## src/rtl/hxd_pkg.sv

```systemverilog
// ============================================================================
// hxd_pkg
// Shared types, constants and character helpers for the hex text decoder.
// ============================================================================
package hxd_pkg;

    localparam int HEADER_LEN  = 23;
    localparam int COUNT_WIDTH = 32;
    localparam int DEPTH_WIDTH = 16;

    // Length of the fixed header text, and the bits needed to index it
    localparam int TEXT_LEN   = 23;
    localparam int TEXT_IDX_W = $clog2(TEXT_LEN);

    localparam logic [7:0] HDR_TEXT [TEXT_LEN] = '{
        8'h7C, 8'h20, 8'h68, 8'h65, 8'h78, 8'h74, 8'h6F, 8'h67,
        8'h67, 8'h6C, 8'h65, 8'h20, 8'h6F, 8'h75, 8'h74, 8'h70,
        8'h75, 8'h74, 8'h20, 8'h66, 8'h69, 8'h6C, 8'h65
    };

    localparam logic [7:0] CH_TAB   = 8'h09;
    localparam logic [7:0] CH_LF    = 8'h0A;
    localparam logic [7:0] CH_CR    = 8'h0D;
    localparam logic [7:0] CH_SPACE = 8'h20;
    localparam logic [7:0] CH_BAR   = 8'h7C;
    localparam logic [7:0] CH_LBR   = 8'h5B;
    localparam logic [7:0] CH_RBR   = 8'h5D;

    // Configuration register indexes
    localparam logic REG_HDR_EN = 1'b0;

    typedef enum logic [1:0] {
        ST_GO      = 2'd0,
        ST_NOT_HEX = 2'd1,
        ST_FORMAT  = 2'd2,
        ST_DONE    = 2'd3
    } t_status;

    typedef struct packed {
        logic                   byte_valid;
        logic [7:0]             out_byte;
        t_status                status;
        logic [COUNT_WIDTH-1:0] error_index;
        logic [COUNT_WIDTH-1:0] error_line;
        logic [COUNT_WIDTH-1:0] error_column;
    } t_result;

    typedef struct packed {
        logic       ok;
        logic [3:0] val;
    } t_hex;

    function automatic t_hex hex_digit(input logic [7:0] c);
        t_hex h;
        h.ok  = 1'b1;
        h.val = 4'd0;
        if (c >= 8'h30 && c <= 8'h39) begin
            h.val = 4'(c - 8'h30);
        end else if (c >= 8'h61 && c <= 8'h66) begin
            h.val = 4'(c - 8'h57);
        end else if (c >= 8'h41 && c <= 8'h46) begin
            h.val = 4'(c - 8'h37);
        end else begin
            h.ok = 1'b0;
        end
        return h;
    endfunction

endpackage

```

## src/rtl/hex_text_stream_decoder_unit.sv

```systemverilog
// ============================================================================
// hex_text_stream_decoder_unit
// Decodes a character stream of hex digit pairs into bytes, with comments,
// whitespace, optional header match and positioned error reports.
// ============================================================================
//  channel   direction  handshake             payload
//  input     in         i_valid / o_ready     i_char_code, i_end_marker
//  result    out        o_valid / i_ready     o_byte_valid, o_out_byte, o_status,
//                                             o_error_index/line/column
//  config    in (APB)   psel/penable/pready   paddr, pwdata, prdata
//
// One item per cycle sustained while the result side accepts; each item
// passes the input register, then the decode step writing the result register.
// Synchronous active-low reset clears the stream state and the header enable.
// o_ready drops only while both the input and result registers are full
// and the result is stalled; a stalled result holds in place.
// ============================================================================
module hex_text_stream_decoder_unit (
    input  logic                            i_clk,
    input  logic                            i_rst_n,
    input  logic                            i_valid,
    output logic                            o_ready,
    input  logic [7:0]                      i_char_code,
    input  logic                            i_end_marker,
    output logic                            o_valid,
    input  logic                            i_ready,
    output logic                            o_byte_valid,
    output logic [7:0]                      o_out_byte,
    output logic [1:0]                      o_status,
    output logic [hxd_pkg::COUNT_WIDTH-1:0] o_error_index,
    output logic [hxd_pkg::COUNT_WIDTH-1:0] o_error_line,
    output logic [hxd_pkg::COUNT_WIDTH-1:0] o_error_column,
    input  logic                            psel,
    input  logic                            penable,
    input  logic                            pwrite,
    input  logic [2:0]                      paddr,
    input  logic [31:0]                     pwdata,
    output logic [31:0]                     prdata,
    output logic                            pready
);
    import hxd_pkg::*;

    logic       r_in_valid;
    logic [7:0] r_in_char;
    logic       r_in_end;
    logic       r_out_valid;
    t_result    r_res;
    logic       r_hdr_en;

    logic    step;
    t_result core_res;

    // advance the decode when an item is held and the result slot is free or draining
    assign step    = r_in_valid && (!r_out_valid || i_ready);
    assign o_ready = !r_in_valid || step;

    always_ff @(posedge i_clk) begin
        if (!i_rst_n) begin
            r_in_valid <= 1'b0;
        end else if (o_ready) begin
            r_in_valid <= i_valid;
        end
    end

    always_ff @(posedge i_clk) begin
        if (o_ready && i_valid) begin
            r_in_char <= i_char_code;
            r_in_end  <= i_end_marker;
        end
    end

    hxd_core u_core (
        .i_clk          (i_clk),
        .i_rst_n        (i_rst_n),
        .i_step         (step),
        .i_char         (r_in_char),
        .i_end          (r_in_end),
        .i_hdr_en       (r_hdr_en),
        .o_result       (core_res)
    );

    always_ff @(posedge i_clk) begin
        if (!i_rst_n) begin
            r_out_valid <= 1'b0;
        end else if (step) begin
            r_out_valid <= 1'b1;
        end else if (i_ready) begin
            r_out_valid <= 1'b0;
        end
    end

    always_ff @(posedge i_clk) begin
        if (step) begin
            r_res <= core_res;
        end
    end

    assign o_valid        = r_out_valid;
    assign o_byte_valid   = r_res.byte_valid;
    assign o_out_byte     = r_res.out_byte;
    assign o_status       = r_res.status;
    assign o_error_index  = r_res.error_index;
    assign o_error_line   = r_res.error_line;
    assign o_error_column = r_res.error_column;

    // register index sits in paddr[2]; the low two bits are the byte offset
    assign pready = 1'b1;

    always_ff @(posedge i_clk) begin
        if (!i_rst_n) begin
            r_hdr_en <= 1'b0;
        end else if (psel && penable && pwrite && paddr[2] == REG_HDR_EN) begin
            r_hdr_en <= pwdata[0];
        end
    end

    assign prdata = (paddr[2] == REG_HDR_EN) ? {31'd0, r_hdr_en} : 32'd0;

endmodule

```

## src/rtl/hxd_core.sv

```systemverilog
// ============================================================================
// hxd_core
// Stream state and per-character decode: nibble pairing, comments,
// position counters, header match and error detection.
// ============================================================================
module hxd_core (
    input  logic             i_clk,
    input  logic             i_rst_n,
    input  logic             i_step,
    input  logic [7:0]       i_char,
    input  logic             i_end,
    input  logic             i_hdr_en,
    output hxd_pkg::t_result o_result
);
    import hxd_pkg::*;

    logic                   r_pending, n_pending;
    logic [3:0]             r_hi, n_hi;
    logic                   r_skip, n_skip;
    logic [DEPTH_WIDTH-1:0] r_depth, n_depth;
    logic [COUNT_WIDTH-1:0] r_index, n_index;
    logic [COUNT_WIDTH-1:0] r_line, n_line;
    logic [COUNT_WIDTH-1:0] r_col, n_col;
    logic                   r_abort, n_abort;

    t_hex    hx;
    logic    hdr_bad;
    logic    dec_err;
    logic    got;
    t_result res;

    assign hx = hex_digit(i_char);

    assign hdr_bad = i_hdr_en
                  && (r_index < COUNT_WIDTH'(HEADER_LEN))
                  && (r_index < COUNT_WIDTH'(TEXT_LEN))
                  && (HDR_TEXT[r_index[TEXT_IDX_W-1:0]] != i_char);

    always_comb begin
        n_pending = r_pending;
        n_hi      = r_hi;
        n_skip    = r_skip;
        n_depth   = r_depth;
        n_index   = r_index;
        n_line    = r_line;
        n_col     = r_col;
        n_abort   = r_abort;
        dec_err   = 1'b0;
        got       = 1'b0;

        res.byte_valid   = 1'b0;
        res.out_byte     = 8'd0;
        res.status       = ST_GO;
        res.error_index  = r_index;
        res.error_line   = r_line;
        res.error_column = r_col;

        if (i_end) begin
            if (r_abort) begin
                res.status = ST_GO;
            end else if (i_hdr_en && r_index < COUNT_WIDTH'(HEADER_LEN)) begin
                res.status = ST_NOT_HEX;
            end else begin
                res.status = ST_DONE;
            end
            n_pending = 1'b0;
            n_hi      = 4'd0;
            n_skip    = 1'b0;
            n_depth   = '0;
            n_index   = '0;
            n_line    = COUNT_WIDTH'(1);
            n_col     = '0;
            n_abort   = 1'b0;
        end else if (!r_abort) begin
            // positions move even on the character that fails
            if (i_char == CH_LF) begin
                n_line = (r_line == '1) ? r_line : r_line + 1'b1;
                n_col  = '0;
            end else begin
                n_col  = (r_col == '1) ? r_col : r_col + 1'b1;
            end

            if (hdr_bad) begin
                res.status = ST_NOT_HEX;
                n_abort    = 1'b1;
            end else begin
                if (r_pending) begin
                    if (!hx.ok) begin
                        dec_err = 1'b1;
                    end else begin
                        got       = 1'b1;
                        n_pending = 1'b0;
                    end
                end else if (r_skip && i_char != CH_LF) begin
                    n_skip = r_skip;
                end else if (i_char == CH_LF) begin
                    n_skip = 1'b0;
                end else if (i_char == CH_BAR) begin
                    n_skip = 1'b1;
                end else if (i_char == CH_LBR) begin
                    n_depth = (r_depth == '1) ? r_depth : r_depth + 1'b1;
                end else if (r_depth != '0 && i_char == CH_RBR) begin
                    n_depth = r_depth - 1'b1;
                end else if (r_depth != '0) begin
                    n_depth = r_depth;
                end else if (hx.ok) begin
                    n_hi      = hx.val;
                    n_pending = 1'b1;
                end else if (i_char == CH_SPACE || i_char == CH_CR || i_char == CH_TAB) begin
                    n_skip = r_skip;
                end else begin
                    dec_err = 1'b1;
                end

                if (dec_err) begin
                    res.status = ST_FORMAT;
                    n_abort    = 1'b1;
                end else begin
                    n_index = (r_index == '1) ? r_index : r_index + 1'b1;
                end
            end

            res.byte_valid   = got;
            res.out_byte     = got ? {r_hi, hx.val} : 8'd0;
            res.error_line   = n_line;
            res.error_column = n_col;
        end
    end

    assign o_result = res;

    always_ff @(posedge i_clk) begin
        if (!i_rst_n) begin
            r_pending <= 1'b0;
            r_hi      <= 4'd0;
            r_skip    <= 1'b0;
            r_depth   <= '0;
            r_index   <= '0;
            r_line    <= COUNT_WIDTH'(1);
            r_col     <= '0;
            r_abort   <= 1'b0;
        end else if (i_step) begin
            r_pending <= n_pending;
            r_hi      <= n_hi;
            r_skip    <= n_skip;
            r_depth   <= n_depth;
            r_index   <= n_index;
            r_line    <= n_line;
            r_col     <= n_col;
            r_abort   <= n_abort;
        end
    end

endmodule

```

## config.mk

```make
export PLATFORM = sky130hd
export DESIGN_NAME = hex_text_stream_decoder_unit
export DESIGN_NICKNAME = d
export VERILOG_FILES = /design/src/rtl/hxd_pkg.sv /design/src/rtl/hex_text_stream_decoder_unit.sv /design/src/rtl/hxd_core.sv
export SDC_FILE = /design/constraint.sdc
export NUM_CORES = 1
export LEC_CHECK = 0
export ABC_CLOCK_PERIOD_IN_PS = 12600
export BUFFER_PORTS_ARGS = -buffer_cell sky130_fd_sc_hd__buf_4
export CORE_MARGIN = 4
export CORE_UTILIZATION = 61
export CTS_CLUSTER_SIZE = 16
export DETAILED_ROUTE_END_ITERATION = 6
export GPL_ROUTABILITY_DRIVEN = 1
export PLACE_DENSITY = 0.85
export SETUP_SLACK_MARGIN = 0.05
export SLEW_MARGIN = 0
export SYNTH_ARGS = -nofsm -noshare
export SYNTH_HDL_FRONTEND = slang
export SYNTH_SLANG_ARGS = --single-unit
```

## constraint.sdc

```tcl
create_clock -name i_clk -period 12.6 [get_ports i_clk]
set_input_delay 0.63 -clock i_clk [delete_from_list [all_inputs] [get_ports i_clk]]
set_output_delay 0.63 -clock i_clk [all_outputs]
set_load 0.05 [all_outputs]
```

==> flow_metrics.env, run 1 <==
export IMPL_rsz0062_at_grt="no"
export IMPL_cts_post_setup_buffers_inserted=0
export IMPL_clock_tree_from_tritoncts="built"
export IMPL_rows=52
export IMPL_synthesis_area_per_instance_um2=9.125
export IMPL_die_area_mm2=0.02301
export IMPL_postSynth_asyncResetShare_pct=0
export IMPL_maxCapViolCount=0
export IMPL_worstHoldPathType="primary input to register"
export IMPL_core_box_area_mm2=0.02030
export IMPL_numClockSinks=238
export IMPL_area_sequential_mm2=0.005926
export IMPL_postSynthRegisterBits=238
export IMPL_timing_worst_setup_path_type="register to register"
export IMPL_syn_area_mm2=0.01259
export IMPL_n_antenna_cell=0
export IMPL_tightest_pin_transition_ns=1.069
export IMPL_port_buffer_count=127
export IMPL_ir_drop_v=0.00008909
export IMPL_vias_per_cell=6.258
export IMPL_detailedRoute_firstIterationViolations=1028
export IMPL_worst_endpoint_required_ns=12.98
export IMPL_multi_input_area_mm2=0.006140
export IMPL_dieHeight_um=151.7
export IMPL_timing_final_hold_violations=0
export IMPL_proportion_of_layout_cells_with_a_drive_suffix_above_1_pct=13.05
export IMPL_floorplan_initialDensity_pct=62.03
export IMPL_yosysSeqAreaShare_pct=47.06
export IMPL_synth_area_leader_cell="sky130_fd_sc_hd__edfxtp_1"
export IMPL_power_leakage_nw=5.069
export IMPL_cts_clk_slew_worst_paths_ns=0.06
export IMPL_num_nets_final=1550
export IMPL_seqPwrFrac_pct=48.8
export IMPL_routed_wire_length_per_instance_um=17.41
export IMPL_synth_yosys_warnings=0
export IMPL_clk_latency_ns=0.52
export IMPL_timing_slew_headroom_pct=28.72
export IMPL_ratio_of_final_minimum_period_to_clock_period_pct=34.45
export IMPL_final_max_slew_violation_count=0
export IMPL_synth_most_common_cell="sky130_fd_sc_hd__nand2_1"
export IMPL_post_dp_hpwl_um=20030
export IMPL_area_delta_synth_final_pct=13.47
export IMPL_chipWidth_um=151.7
export IMPL_cts_resized=0
export IMPL_cts_root_buffer="sky130_fd_sc_hd__clkbuf_16"
export IMPL_ant_nets=0
export IMPL_cp_end_kind="register"
export IMPL_path_max_fanout=35
export IMPL_ys_types=79
export IMPL_io_pins=193
export IMPL_synth_commonest_cells="sky130_fd_sc_hd__nand2_1 (161), sky130_fd_sc_hd__dfxtp_1 (122), sky130_fd_sc_hd__edfxtp_1 (116)"
export IMPL_synthDominantCellAreaShare_pct=27.66
export IMPL_overflow=0
export IMPL_achievable_frequency_ghz=0.2304
export IMPL_worst_r2r_cell_count=9
export IMPL_synth_main_ff_cell="sky130_fd_sc_hd__dfxtp_1"
export IMPL_power_frac_clock_pct=39.4
export IMPL_pwr_density_cell_mw_per_mm2=120.8
export IMPL_finalWorstPathRequiredPeriod_ns=4.341
export IMPL_cts_hold_buf=0
export IMPL_route_final_wire_length_um=30590
export IMPL_synth_enable_flop_cells=116
export IMPL_post_synth_inst_count=1380
export IMPL_grt_pass1_vias=10067
export IMPL_final_core_utilization_pct=70.39
export IMPL_power_switching_mw=0.4561
export IMPL_grt_first_pass_wirelength_um=48970
export IMPL_cp_start_kind="register"
export IMPL_dr_pass1_iters=6
export IMPL_hold_depth=1
export IMPL_p_int_mw=1.270
export IMPL_remaining_drcs=0
export IMPL_grt_total_usage_pct=25.86
export IMPL_cts_htree_levels=1
export IMPL_fillCellCount=1559
export IMPL_status="finished, final reports clean"
export IMPL_crit_arrival_ns=4.72
export IMPL_p_sw_share_pct=26.42
export IMPL_gpl_final_weighted_congestion=0.9000
export IMPL_antenna_violations_before_repair=0
export IMPL_power_share_combinational_pct=11.8
export IMPL_synth_top_cells_by_area="sky130_fd_sc_hd__edfxtp_1 (28%), sky130_fd_sc_hd__dfxtp_1 (19%), sky130_fd_sc_hd__nand2_1 (4.8%), sky130_fd_sc_hd__o21ai_0 (4.3%), sky130_fd_sc_hd__a21oi_1 (4.2%)"
export IMPL_worst_clock_skew_ns=0.008917
export IMPL_setup_viol_count_final=0
export IMPL_routed_via_count=10996
export IMPL_numCtsBuffers=24
export IMPL_grt_start_max_net_pins=87
export IMPL_cts_path_max_buffers=3
export IMPL_setup_tns_final_ns=0
-- layout by cell type, fill, tap and decap left out, types with 25 or more instances in the layout --
cell	n
sky130_fd_sc_hd__a21oi_1	105
sky130_fd_sc_hd__conb_1	32
sky130_fd_sc_hd__clkbuf_16	25
sky130_fd_sc_hd__nand4_1	35
sky130_fd_sc_hd__nor3_1	28
sky130_fd_sc_hd__nor2_1	113
sky130_fd_sc_hd__o21ai_0	107
sky130_fd_sc_hd__nand3_1	61
sky130_fd_sc_hd__o31ai_1	45
sky130_fd_sc_hd__nor4_1	32
sky130_fd_sc_hd__buf_4	139
sky130_fd_sc_hd__xnor2_1	31
sky130_fd_sc_hd__dfxtp_1	122
sky130_fd_sc_hd__nand2_1	161
sky130_fd_sc_hd__edfxtp_1	116
sky130_fd_sc_hd__ha_1	29
-- worst max-delay path, cell delays in order (launching register included) --
cell,delay [ns]
sky130_fd_sc_hd__dfxtp_1,0.31
sky130_fd_sc_hd__nor2b_1,0.15
sky130_fd_sc_hd__nand2b_1,0.47
sky130_fd_sc_hd__inv_4,0.53
sky130_fd_sc_hd__nand2_1,0.51
sky130_fd_sc_hd__nor2_1,0.79
sky130_fd_sc_hd__nand2_1,0.82
sky130_fd_sc_hd__o21ai_0,0.42
sky130_fd_sc_hd__nand2_1,0.08
sky130_fd_sc_hd__o31ai_1,0.10
-- power groups by stage --
| stage | clock [mW] | sequential, mW | combinational, mW |
|---|---|---|---|
| floorplan | 0 | 0.916 | 0.0994 |
| global placement | 0 | 0.858 | 0.199 |
| detailed placement | 0 | 0.859 | 0.202 |
| CTS | 0.688 | 0.842 | 0.203 |
| global route | 0.724 | 0.844 | 0.216 |
| finish | 0.680 | 0.842 | 0.204 |
-- layer usage --
metal  global-route usage [%]  vias to the layer above  wire (um)
met5                        0                        -          0
met4                    9.344                        0        872
met3                    3.896                       83       2757
met2                    43.93                      500      14910
met1                    33.73                     5173      12050
li1                         -                     5240          -
-- cell families after synthesis --
logic type / Yosys count / share of synthesized area, %
xor+xnor: 52 / 3.617
flops: 238 / 47.06
mux: 14 / 1.133
other cells: 2 / 0.05964
compound gates: 351 / 17.46
simple gates: 561 / 22.54
fa+ha+maj: 30 / 3.041
buf+inv: 132 / 5.097
-- state kept, by name, summed over array words and instances, names as in the netlist, 16 cells and up --
signal	flops
u_core.r_line	32
u_core.r_depth	16
o_error_line	32
o_error_index	32
u_core.r_index	32
o_error_column	32
u_core.r_col	32
-- cell type report --
type	instances	area share (%)
Multi-Input combinational cell	1040	42.97
Sequential cell	238	41.47
Timing Repair Buffer	139	7.303
Clock buffer	37	4.764
Tap cell	270	2.364
Inverter	26	0.7005
Clock inverter	7	0.4291
-- worst paths after layout --
kind                            to  slack (ns)              from
setup / recovery  u_core.r_col[22]        8.26           o_valid
setup reg to reg  u_core.r_col[22]        8.26           o_valid
hold reg to reg   u_core.r_col[13]        0.49  u_core.r_col[13]
hold / removal            r_in_end        0.29      i_end_marker
-- stage by stage --
stage                     power, mW  hold slack [ns]  cell area [um2]  setup WS (ns)  cells
final                         1.727           0.2906            14290          8.259   1757
after global routing          1.783           0.2731            14290          8.028   1757
after CTS                     1.733           0.2780            14290          8.362   1757
after detailed placement      1.061           0.4767            13550          8.174   1713
after global placement        1.057           0.4694            13550          8.149   1713
after floorplan               1.016           0.4095            12700          7.075   1410
Power figures use the tool's default switching activity.
==> run 2, diff against run 1 <==
ABC_CLOCK_PERIOD_IN_PS = 4260   (was 12600)
CORE_UTILIZATION = 58   (was 61)
PLACE_DENSITY = 0.81   (was 0.85)
clock period = 4.26 ns   (was 12.6 ns; I/O delays follow)
==> flow_metrics.env, run 2 (synthesis gave the netlist of run 1 again) <==
export IMPL_status="finished, final reports clean"
export IMPL_core_box_area_mm2=0.02122
export IMPL_gpl_final_weighted_congestion=0.8743
export IMPL_grt_first_pass_wirelength_um=50890
export IMPL_chipWidth_um=155.3
export IMPL_numCtsBuffers=25
export IMPL_worst_endpoint_required_ns=4.70
export IMPL_die_area_mm2=0.02413
export IMPL_fin_worst_hold_slack_ns=0.08183
export IMPL_cts_post_setup_buffers_inserted=0
export IMPL_proportion_of_layout_cells_with_a_drive_suffix_above_1_pct=14.15
export IMPL_detailedRoute_firstIterationViolations=1139
export IMPL_worst_clock_skew_ns=0.01186
export IMPL_dieHeight_um=155.3
export IMPL_power_leakage_nw=5.238
export IMPL_vias_per_cell=6.148
export IMPL_ratio_of_final_minimum_period_to_clock_period_pct=83.90
export IMPL_numClockSinks=238
export IMPL_ir_drop_v=0.0002542
export IMPL_timing_worst_setup_path_type="register to register"
export IMPL_timing_final_hold_violations=0
export IMPL_worstHoldPathType="primary input to register"
export IMPL_final_power_mw=5.230
export IMPL_tightest_pin_transition_ns=1.027
export IMPL_n_antenna_cell=0
export IMPL_fillCellCount=1669
export IMPL_io_pins=193
export IMPL_overflow=0
export IMPL_area_delta_synth_final_pct=15.95
export IMPL_achievable_frequency_ghz=0.2798
export IMPL_pwr_density_cell_mw_per_mm2=358.2
export IMPL_cts_clk_slew_worst_paths_ns=0.06
export IMPL_routed_via_count=11029
export IMPL_cts_resized=0
export IMPL_reg2reg_setup_slack_ns=0.69
export IMPL_final_core_utilization_pct=68.80
export IMPL_path_max_fanout=21
export IMPL_highest_count_cells_in_the_layout_ignoring_fill_and_taps="sky130_fd_sc_hd__nand2_1 (161), sky130_fd_sc_hd__buf_4 (157), sky130_fd_sc_hd__dfxtp_1 (122), sky130_fd_sc_hd__edfxtp_1 (116), sky130_fd_sc_hd__nor2_1 (113)"
export IMPL_maxCapViolCount=0
export IMPL_grt_total_usage_pct=24.93
export IMPL_clock_tree_from_tritoncts="built"
export IMPL_dr_pass1_iters=5
export IMPL_routed_wire_length_per_instance_um=17.34
export IMPL_remaining_drcs=0
export IMPL_port_buffer_count=127
export IMPL_finalWorstPathRequiredPeriod_ns=3.574
export IMPL_num_nets_final=1581
export IMPL_crit_arrival_ns=4.01
export IMPL_cp_start_kind="register"
export IMPL_ant_nets=0
export IMPL_cts_htree_levels=1
export IMPL_route_final_wire_length_um=31100
export IMPL_cts_path_max_buffers=3
export IMPL_rows=53
export IMPL_cts_root_buffer="sky130_fd_sc_hd__clkbuf_16"
export IMPL_setup_tns_final_ns=0
export IMPL_area_sequential_mm2=0.005926
export IMPL_floorplan_initialDensity_pct=59.34
export IMPL_setup_viol_count_final=0
export IMPL_rsz0062_at_grt="no"
export IMPL_post_dp_hpwl_um=20980
export IMPL_mostFrequentLayoutCell="sky130_fd_sc_hd__nand2_1"
export IMPL_cp_end_kind="register"
export IMPL_grt_pass1_vias=10096
export IMPL_clk_latency_ns=0.52
export IMPL_final_max_slew_violation_count=0
export IMPL_antenna_violations_before_repair=0
export IMPL_multi_input_area_mm2=0.006140
export IMPL_timing_slew_headroom_pct=29.75
export IMPL_grt_start_max_net_pins=74
[run 2: per-stage QoR]
stage / setup WS, ns / cell area, um2 / std cells
final: 0.6860 / 14600 / 1794
after global routing: 0.3833 / 14600 / 1794
after CTS: 0.7189 / 14600 / 1794
after detailed placement: 0.7514 / 13690 / 1736
after global placement: 0.8156 / 13690 / 1736
after floorplan: 0.5602 / 12710 / 1410
[run 2: final cells by class]
class,count,share of cell area (%)
multi-input cells,1040,42.05
clock buffers,34,4.653
inverters,26,0.6856
repair buffers,169,8.895
well taps,275,2.357
flip-flops and latches,238,40.59
clock inverters,12,0.7713
[run 2: what timing repair did]
action                                 in CTS  in global routing
endpoints found under the hold margin      12                  0
setup endpoints to repair                   0                  0
hold buffers                               12                  0
[run 2: path summary, 6_finish.rpt]
path	depth (start not counted)	endpoint	start
worst max-delay path	10	u_core.r_index[23]	u_core.r_index[1]
worst min-delay path	2	u_core.r_col[9]	i_rst_n
worst max register to register	10	u_core.r_index[23]	u_core.r_index[1]
worst min register to register	2	u_core.r_depth[12]	u_core.r_depth[12]
[run 2: layer usage]
metal | up-vias | part of all wire (%) | GRT usage [%] | wire (um)
met4 | 0 | 1.7 | 6.628 | 516
met1 | 5224 | 42 | 35.20 | 13080
met5 | - | 0 | 0 | 0
li1 | 5290 | - | - | -
met3 | 46 | 8.6 | 3.088 | 2685
met2 | 469 | 48 | 40.91 | 14820
[run 2: worst max-delay path, stage by stage (launching register included)]
cell and delay, ns:
sky130_fd_sc_hd__dfxtp_1 0.40, sky130_fd_sc_hd__ha_1 0.28, sky130_fd_sc_hd__ha_1 0.23, sky130_fd_sc_hd__and2_1 0.16, sky130_fd_sc_hd__or4_4 0.53, sky130_fd_sc_hd__a2111oi_4 0.46
sky130_fd_sc_hd__a31o_4 0.27, sky130_fd_sc_hd__a32oi_4 0.23, sky130_fd_sc_hd__buf_4 0.29, sky130_fd_sc_hd__or4_1 0.51, sky130_fd_sc_hd__a21oi_1 0.14
[run 2: power by group]
| group | internal [mW] | switching, mW | leakage [nW] |
|---|---|---|---|
| registers | 2.46 | 0.0333 | 2.02 |
| clock network | 1.24 | 0.879 | 0.390 |
| logic | 0.155 | 0.468 | 2.82 |
| total | 3.85 | 1.38 | 5.24 |
==> run 3, diff against run 2 <==
ABC_AREA = 1   (was default)
ABC_CLOCK_PERIOD_IN_PS = 3100   (was 4260)
CORE_UTILIZATION = 53   (was 58)
PLACE_DENSITY = 0.77   (was 0.81)
clock period = 3.1 ns   (was 4.26 ns; I/O delays follow)
==> flow_metrics.env, run 3 <==
export IMPL_cts_root_buffer="sky130_fd_sc_hd__clkbuf_16"
export IMPL_grt_total_usage_pct=25.97
export IMPL_dieHeight_um=173.5
export IMPL_route_final_wire_length_um=40290
export IMPL_routed_wire_length_per_instance_um=16.42
export IMPL_setup_viol_count_final=0
export IMPL_num_nets_final=2175
export IMPL_clk_latency_ns=0.53
export IMPL_ratio_of_final_minimum_period_to_clock_period_pct=92.43
export IMPL_yosysSeqAreaShare_pct=40.84
export IMPL_numClockSinks=238
export IMPL_ys_types=49
export IMPL_die_area_mm2=0.03009
export IMPL_grt_start_max_net_pins=129
export IMPL_synthDominantCellAreaShare_pct=24.01
export IMPL_pwr_density_cell_mw_per_mm2=471.2
export IMPL_port_buffer_count=127
export IMPL_synth_top_cells_by_area="sky130_fd_sc_hd__edfxtp_1 (24%), sky130_fd_sc_hd__dfxtp_1 (17%), sky130_fd_sc_hd__nand2_1 (12%), sky130_fd_sc_hd__nand3_1 (7.4%), sky130_fd_sc_hd__nor2_1 (5.1%)"
export IMPL_area_delta_synth_final_pct=14.43
export IMPL_overflow=0
export IMPL_finalWorstPathRequiredPeriod_ns=2.865
export IMPL_synth_commonest_cells="sky130_fd_sc_hd__nand2_1 (472), sky130_fd_sc_hd__nand3_1 (215), sky130_fd_sc_hd__nor2_1 (199)"
export IMPL_numCtsBuffers=25
export IMPL_fillCellCount=2426
export IMPL_final_core_utilization_pct=61.60
export IMPL_rsz0062_at_grt="yes"
export IMPL_maxCapViolCount=0
export IMPL_core_box_area_mm2=0.02695
export IMPL_proportion_of_layout_cells_with_a_drive_suffix_above_1_pct=12.22
export IMPL_path_max_fanout=6
export IMPL_antenna_violations_before_repair=0
export IMPL_synthesis_area_per_instance_um2=7.339
export IMPL_tightest_pin_transition_ns=1.183
export IMPL_multi_input_area_mm2=0.007445
export IMPL_postSynth_asyncResetShare_pct=0
export IMPL_timing_slew_headroom_pct=21.02
export IMPL_cts_path_max_buffers=3
export IMPL_cp_start_kind="register"
export IMPL_worstHoldPathType="primary input to register"
export IMPL_synth_enable_flop_cells=116
export IMPL_synth_yosys_warnings=0
export IMPL_ant_nets=0
export IMPL_timing_final_hold_violations=0
export IMPL_synth_main_ff_cell="sky130_fd_sc_hd__dfxtp_1"
export IMPL_io_pins=193
export IMPL_area_sequential_mm2=0.005926
export IMPL_setup_tns_final_ns=0
export IMPL_clock_tree_from_tritoncts="built"
export IMPL_grt_pass1_vias=13059
export IMPL_postSynthRegisterBits=238
export IMPL_final_power_mw=7.823
export IMPL_cp_end_kind="register"
export IMPL_syn_area_mm2=0.01451
export IMPL_synth_most_common_cell="sky130_fd_sc_hd__nand2_1"
export IMPL_worst_clock_skew_ns=0.01143
export IMPL_highest_count_cells_in_the_layout_ignoring_fill_and_taps="sky130_fd_sc_hd__nand2_1 (472), sky130_fd_sc_hd__nand3_1 (215), sky130_fd_sc_hd__nor2_1 (198), sky130_fd_sc_hd__buf_4 (163), sky130_fd_sc_hd__inv_1 (147)"
export IMPL_cts_clk_slew_worst_paths_ns=0.06
export IMPL_timing_worst_setup_path_type="register to register"
export IMPL_routed_via_count=13961
export IMPL_detailedRoute_firstIterationViolations=1582
export IMPL_floorplan_initialDensity_pct=53.83
export IMPL_worst_endpoint_required_ns=3.54
export IMPL_status="finished, final reports clean"
export IMPL_gpl_final_weighted_congestion=0.9663
export IMPL_remaining_drcs=0
export IMPL_dr_pass1_iters=6
export IMPL_grt_first_pass_wirelength_um=66500
export IMPL_crit_arrival_ns=3.31
export IMPL_ir_drop_v=0.0003949
export IMPL_power_leakage_nw=6.175
export IMPL_synth_area_leader_cell="sky130_fd_sc_hd__edfxtp_1"
export IMPL_cts_htree_levels=1
export IMPL_rows=60
export IMPL_chipWidth_um=173.5
export IMPL_vias_per_cell=5.691
export IMPL_post_synth_inst_count=1977
export IMPL_achievable_frequency_ghz=0.3490
export IMPL_final_max_slew_violation_count=0
export IMPL_n_antenna_cell=0
export IMPL_post_dp_hpwl_um=27880
export IMPL_mostFrequentLayoutCell="sky130_fd_sc_hd__nand2_1"
## run 3: cell types whose count changed after synthesis, moves of 29 or more
cell	previous run	this run
sky130_fd_sc_hd__nand2_1	161	472
sky130_fd_sc_hd__nand3_1	61	215
sky130_fd_sc_hd__inv_1	26	150
sky130_fd_sc_hd__nor2_1	114	199
sky130_fd_sc_hd__nand4_1	35	78
sky130_fd_sc_hd__o31ai_1	45	3
sky130_fd_sc_hd__xor2_1	21	53
sky130_fd_sc_hd__a21oi_1	105	136
sky130_fd_sc_hd__nor3_1	28	57
## run 3: final timing paths
check	startpoint	end	slack, ns	cells past startpoint
worst max-delay path	r_in_char[2]	u_core.r_depth[14]	0.23	18
worst min-delay path	i_valid	r_in_valid	0.05	3
worst max register to register	r_in_char[2]	u_core.r_depth[14]	0.23	18
worst min register to register	u_core.r_line[10]	u_core.r_line[10]	0.48	2
## run 3: stage by stage
step | cell area (um2) | cells | setup WS, ns | hold slack (ns)
6_report | 16600 | 2453 | 0.2347 | 0.04776
5_1_grt | 16600 | 2453 | -0.009045 | 0.03182
4_1_cts | 16540 | 2447 | 0.2001 | 0.02167
3_5_place_dp | 15640 | 2389 | 0.2281 | 0.3350
3_3_place_gp | 15640 | 2389 | 0.2483 | 0.3351
2_1_floorplan | 14630 | 2007 | 0.2056 | 0.2539
## run 3: power breakdown
group / internal (mW) / switching (mW) / leakage [nW]
logic: 0.379 / 1.01 / 3.74
registers: 3.43 / 0.110 / 2.05
clock network: 1.67 / 1.23 / 0.378
## run 3: kinds of logic (layout without fill, tap and decap cells)
logic type / after synthesis / in the layout / synth area share [%]
fa+ha+maj: 30 / 30 / 2.639
flops: 238 / 238 / 40.84
buf+inv: 280 / 385 / 8.701
compound gates: 270 / 270 / 9.589
simple gates: 1085 / 1085 / 33.83
other cells: 2 / 32 / 0.05176
xor+xnor: 72 / 72 / 4.346
## run 3: critical path, stage by stage (launching register included)
cell and delay, ns:
sky130_fd_sc_hd__edfxtp_1 0.44, sky130_fd_sc_hd__inv_2 0.14, sky130_fd_sc_hd__nand2_1 0.06, sky130_fd_sc_hd__inv_1 0.08, sky130_fd_sc_hd__nand2_1 0.13, sky130_fd_sc_hd__nor2_4 0.17
sky130_fd_sc_hd__clkinvlp_4 0.10, sky130_fd_sc_hd__buf_4 0.16, sky130_fd_sc_hd__buf_4 0.14, sky130_fd_sc_hd__ha_1 0.34, sky130_fd_sc_hd__nand2_1 0.08, sky130_fd_sc_hd__nor2_1 0.13
sky130_fd_sc_hd__nand2_1 0.06, sky130_fd_sc_hd__or2_2 0.31, sky130_fd_sc_hd__nand3_1 0.08, sky130_fd_sc_hd__nand2_1 0.06, sky130_fd_sc_hd__nor2_1 0.08, sky130_fd_sc_hd__nand3_1 0.08
sky130_fd_sc_hd__a21oi_1 0.14
## run 3: repair_timing
action | in CTS | in global routing
hold endpoints to repair | 25 | 0
hold buffers | 13 | 0
resized for setup | 0 | 5
endpoints found under the setup margin | 0 | 5
buffers inserted | 0 | 6
## run 3: layer usage
layer	routed length, um	vias to the layer above	global-route usage, %
met5	0	-	0
met4	895	0	6.285
met3	2637	73	3.206
met2	18900	551	43.77
met1	17850	6503	35.85
li1	-	6834	-
## run 3: layout make-up
cell class	instances	share of cell area, %
Tap cell	341	2.570
Sequential cell	238	35.69
Timing Repair Buffer	180	8.561
Multi-Input combinational cell	1489	44.84
Clock buffer	32	3.987
Inverter	160	3.655
Clock inverter	13	0.6933
